===== src/mpe_pkg.sv =====
package mpe_pkg;

    localparam int EXP_DEPTH_DEFAULT = 64;

    localparam logic [1:0] RULE_CONST = 2'd0;
    localparam logic [1:0] RULE_TEMP  = 2'd1;
    localparam logic [1:0] RULE_VISC  = 2'd2;
    localparam logic [1:0] RULE_NONE  = 2'd3;

    localparam logic [1:0] REG_RULE      = 2'd0;
    localparam logic [1:0] REG_PRIMARY   = 2'd1;
    localparam logic [1:0] REG_SECONDARY = 2'd2;

    localparam logic [1:0] ST_OK      = 2'd0;
    localparam logic [1:0] ST_SAT     = 2'd1;
    localparam logic [1:0] ST_ZERO_T  = 2'd2;
    localparam logic [1:0] ST_NO_RULE = 2'd3;

    localparam logic [16:0] FRAC_ONE = 17'd65536;
    localparam logic signed [16:0] T_REF = 17'sd4768;
    // 65536 * slope of primary, and slope difference primary - secondary
    localparam logic [43:0] W_BASE = 44'd5277655826432;
    localparam logic [21:0] SLOPE_DIFF = 22'd2684355;

    localparam logic signed [35:0] EXPA_CONST = -36'sd312039360;
    localparam logic [30:0]        EXPA_RECIP = 31'd1445274106;
    localparam logic signed [35:0] EXPB_CONST = -36'sd18641753;
    localparam logic [30:0]        EXPB_RECIP = 31'd1039253293;
    localparam logic [63:0]        LN2_Q32    = 64'd2977044472;

    // floor(n / 125) = floor(n * M125 / 2^39) for n below 2^32
    localparam logic [32:0] M125 = 33'd4398046512;
    localparam int          M125_SHIFT = 39;

    localparam int QUO_W = 33;
    localparam int DIV_BPS = 4;
    localparam int DIV_STAGES = (QUO_W + DIV_BPS - 1) / DIV_BPS;
    localparam int LIN_STAGES = 4;
    localparam int VIS_STAGES = 4;
    localparam int EXP_STAGES = 6;

    typedef struct packed {
        logic        use_visc;
        logic [16:0] y;
        logic [63:0] value;
        logic [1:0]  status;
    } mpe_side_t;

    function automatic logic [63:0] exp_series(input logic [63:0] x);
        logic [63:0] sum;
        logic [63:0] term;
        logic        stop;
        sum  = 64'h1_0000_0000;
        term = 64'h1_0000_0000;
        stop = 1'b0;
        for (int n = 1; n <= 24; n++) begin
            if (!stop) begin
                term = ((term * x) >> 32) / 64'(n);
                if (term == '0)
                    stop = 1'b1;
                else
                    sum = sum + term;
            end
        end
        return sum;
    endfunction

endpackage


===== src/mpe_recip.sv =====
module mpe_recip #(
    parameter int TAG_W = 8
)
(
    input  logic                     clk,
    input  logic                     rst_n,
    input  logic                     in_valid,
    input  logic [15:0]              t,
    input  logic [TAG_W-1:0]         in_tag,
    output logic                     out_valid,
    output logic [mpe_pkg::QUO_W-1:0] quo,
    output logic [TAG_W-1:0]         out_tag
);
    import mpe_pkg::*;

    // restoring division of 2^32 by t, DIV_BPS quotient bits per stage
    logic              vld_reg [DIV_STAGES];
    logic [15:0]       rem_reg [DIV_STAGES];
    logic [QUO_W-1:0]  q_reg   [DIV_STAGES];
    logic [15:0]       t_reg   [DIV_STAGES];
    logic [TAG_W-1:0]  tag_reg [DIV_STAGES];

    for (genvar gs = 0; gs < DIV_STAGES; gs++)
    begin : g_stage
        logic              v_in;
        logic [15:0]       r_in;
        logic [QUO_W-1:0]  q_in;
        logic [15:0]       t_in;
        logic [TAG_W-1:0]  g_in;
        logic [15:0]       rem_next;
        logic [QUO_W-1:0]  q_next;

        if (gs == 0)
        begin : g_first
            assign v_in = in_valid;
            assign r_in = '0;
            assign q_in = '0;
            assign t_in = t;
            assign g_in = in_tag;
        end
        else
        begin : g_rest
            assign v_in = vld_reg[gs-1];
            assign r_in = rem_reg[gs-1];
            assign q_in = q_reg[gs-1];
            assign t_in = t_reg[gs-1];
            assign g_in = tag_reg[gs-1];
        end

        always_comb
        begin
            logic [16:0]      r2;
            logic [15:0]      r;
            logic [QUO_W-1:0] q;
            r = r_in;
            q = q_in;
            for (int k = 0; k < DIV_BPS; k++)
            begin
                if (gs * DIV_BPS + k < QUO_W)
                begin
                    r2 = {r, (gs * DIV_BPS + k == 0)};
                    if (r2 >= {1'b0, t_in})
                    begin
                        r = 16'(r2 - {1'b0, t_in});
                        q = {q[QUO_W-2:0], 1'b1};
                    end
                    else
                    begin
                        r = r2[15:0];
                        q = {q[QUO_W-2:0], 1'b0};
                    end
                end
            end
            rem_next = r;
            q_next = q;
        end

        always_ff @(posedge clk or negedge rst_n)
        begin
            if (!rst_n)
                vld_reg[gs] <= 1'b0;
            else
                vld_reg[gs] <= v_in;
        end

        always_ff @(posedge clk)
        begin
            rem_reg[gs] <= rem_next;
            q_reg[gs]   <= q_next;
            t_reg[gs]   <= t_in;
            tag_reg[gs] <= g_in;
        end
    end

    assign out_valid = vld_reg[DIV_STAGES-1];
    assign quo       = q_reg[DIV_STAGES-1];
    assign out_tag   = tag_reg[DIV_STAGES-1];

endmodule


===== config.mk =====
export PLATFORM = sky130hd
export DESIGN_NAME = mpe_recip
export DESIGN_NICKNAME = d
export VERILOG_FILES = /design/src/mpe_pkg.sv /design/src/mpe_recip.sv
export SDC_FILE = /design/constraint.sdc
export NUM_CORES = 2
export LEC_CHECK = 0
export BUFFER_PORTS_ARGS = -buffer_cell sky130_fd_sc_hd__buf_2
export CAP_MARGIN = 40
export CORE_ASPECT_RATIO = 0.8
export CORE_MARGIN = 1
export CORE_UTILIZATION = 60
export DETAILED_ROUTE_END_ITERATION = 8
export PLACE_DENSITY_LB_ADDON = 0.05
export REMOVE_ABC_BUFFERS = 1
export SYNTH_ARGS = -nofsm -noshare
export SYNTH_HDL_FRONTEND = slang
export SYNTH_SLANG_ARGS = --single-unit

===== constraint.sdc =====
create_clock -name clk -period 12 [get_ports clk]
set_clock_uncertainty 0.15 [all_clocks]
set_input_delay 1.2 -clock clk [delete_from_list [all_inputs] [get_ports clk]]
set_output_delay 1.2 -clock clk [all_outputs]
set_load 0.1 [all_outputs]

==> summary.txt <==
Status
  – Status: complete, no violations

Route
  – Avg WL per Cell: 18.35 um
  – Via density: 6.008
  – 1st-pass router iterations: 6
  – Initial detailed-routing violation count: roughly 2400
  – Final wirelength: 97.56 mm
  – Post-route ant nets: 0
  – DRC: 0
  – Detailed-route via count: 31940

Synth
  – EDFF count, synth: 0
  – Sequential area share after synthesis: 0.2717
  – Cell with the most instances after synthesis: dfxtp_1
  – Area leader, netlist: dfxtp_1
  – Gate Count Post-Synth: 4340
  – Distinct cell type count after synthesis: 97
  – Post-synthesis cell area: 0.03804 mm2
  – Synth top cells by count: dfxtp_1, ha_1, a21oi_1, nor2_1, mux2_2
  – Async set-reset flop share out of synthesis: 0.01751
  – Flops & latches, synth: 514
  – Most used DFF post-synth: dfxtp_1
  – Top cells by area, synth: dfxtp_1, ha_1, mux2_2
  – Ys Warns: 0
  – Post-synth top area share: 0.2658
  – Mapped Avg Cell Area: about 9 um2

Global route
  – Largest net degree at the start of global routing: 26
  – Initial antenna violation count: 1
  – Global-route wire length before repair: 154.2 mm
  – Vias in the first global route: 29483
  – Total GRT Usage: 0.2943
  – GR Overflow Total: 0

Setup path
  – Peak fanout along the critical path: 22
  – CP required: 12.34 ns
  – Crit start category: flip-flop
  – Crit end category: flip-flop
  – Slowest stage delay, CP: 0.74 ns
  – Slowest cell on crit path: a31oi_2
  – Setup CP Type: flip-flop to flip-flop
  – Critical path arrival: 11.60 ns
  – Most common cell on crit path: o21ai_0

Layout
  – Final nets: 4957
  – Share of cells above drive strength 1: 0.1253
  – Max FFs per register: 177
  – Ant diodes: 0
  – Fillers: approximately 5300
  – P&R area growth vs syn: 8.733%
  – Fin util: 0.6598
  – Number of non-filler instances in the completed layout: 5316

Place
  – Port Buf Inserts: between 60 and 70
  – Gpl congestion: 0.9638
  – Post-Place Worst Slack: 0.3206 ns
  – Dpl cells: 5216
  – Hpwl dp: just under 80 mm

Die
  – Die Height: 227.2 um
  – Initial core utilization: 0.6068
  – Die Area: 0.06441 mm2
  – Placeable core area: 0.06269 mm2
  – IO Pins: 69
  – # rows: slightly above 80
  – DIE WIDTH: ~280 um

Timing
  – Fmax: 0.08882 GHz
  – Final Hold Fails: 0
  – Final period utilization: 0.9382
  – Setup-failing EPs final: 0
  – Final slew viol count: 0
  – Unrepaired setup endpoints after global routing: false
  – Slew HR: 0.4006
  – Setup TNS Final: 0 ns
  – Tmin final: about 11 ns
  – Post-route worst setup slack: 0.7418 ns
  – Worst Max-Slew Pin Slew: 0.8989 ns

Hold path
  – Hold crit path type: flip-flop to flip-flop

Clock network
  – Longest Clk Path Bufs: 3
  – Clock Pin Slew Worst Setup and Hold Paths: roughly 0.070 ns
  – CTS tree: done
  – CTS H-tree depth: 2
  – Root buf cell: clkbuf_16
  – Num CTS Buffers: 52
  – CTS sink cnt: between 500 and 600
  – Worst skew pair latency: 0.62 ns

Job
  – Max_cap viols: 0
==> logic make-up after synthesis <==
logic type / Yosys count / synth area share
AO/OA/AOI/OAI: 1258 / 0.2164
XOR/XNOR: 366 / 0.08427
adder cells (fa/ha/maj): 495 / 0.1642
buffers and inverters: 339 / 0.03460
flip-flops: 514 / 0.2717
multiplexers: 309 / 0.09105
AND/OR/NAND/NOR: 1059 / 0.1378
==> critical path, delay by kind of cell, from the launching register on <==
family	cells	cell delay, ns
AO/OA/AOI/OAI	25	6.35
adder cells (fa/ha/maj)	4	1.40
buffers and inverters	4	0.90
flip-flops	1	0.61
multiplexers	2	0.78
AND/OR/NAND/NOR	6	0.86
==> cell usage in the layout (no fill, tap or decap), types with 86 or more instances in the layout <==
cell / instances
dfxtp_1: 505
ha_1: 488
a21oi_1: 342
nor2_1: 304
mux2_2: 287
inv_1: 267
xnor2_1: 252
o21ai_0: 250
nand2_1: 220
a21o_1: 170
xor2_1: 114
o21a_1: 92
nor3_1: 86
==> path summary, 6_finish.rpt <==
path | start | end | slack, ns | depth (start not counted)
setup / recovery | t_reg[0][33] | rem_reg[0][52] | 0.74 | 41
hold / removal | tag_reg[0][44] | tag_reg[0][52] | 0.17 | 0
setup reg to reg | t_reg[0][33] | rem_reg[0][52] | 0.74 | 41
hold reg to reg | tag_reg[0][44] | tag_reg[0][52] | 0.17 | 0
max in group asynchronous | rst_n | g_stage[7].v_in | 11.23 | 1
min in group asynchronous | rst_n | g_stage[1].v_in | 0.28 | 1
==> area by class of cell <==
class                   instances  area (um2)  area share
well taps                     840        1051     0.02541
flip-flops and latches        514       10330      0.2499
inverters                     269        1010     0.02441
clock inverters                24       346.6    0.008379
repair buffers                111       674.4     0.01631
clock buffers                  71        1483     0.03585
multi-input cells            3487       26460      0.6398
==> through the flow <==
step / area, um2 / hold slack, ns
final: 41360 / 0.1691
after global routing: 41360 / 0.1738
after CTS: 41270 / 0.1707
after detailed placement: 39440 / 0.1621
after global placement: 39420 / 0.1596
after floorplan: 37730 / 0.1596
==> per-layer routing <==
| metal | track usage | share of wire | vias up |
|---|---|---|---|
| met5 | 0 | 0 | - |
| met4 | 0.09189 | 0.028 | 0 |
| met3 | 0.04770 | 0.063 | 168 |
| met2 | 0.4640 | 0.43 | 900 |
| met1 | 0.4113 | 0.48 | 14759 |
| li1 | - | - | 16113 |
==> repair_timing <==
item | CTS | global route
endpoints found under the setup margin | 0 | 50
hold buffers | 0 | 0
setup buffers | 0 | 5
gates resized for setup | 0 | 10
Power is left out: the tool's default activity adds up to more than one toggle a clock period on the data nets, which glitch-free logic cannot reach.
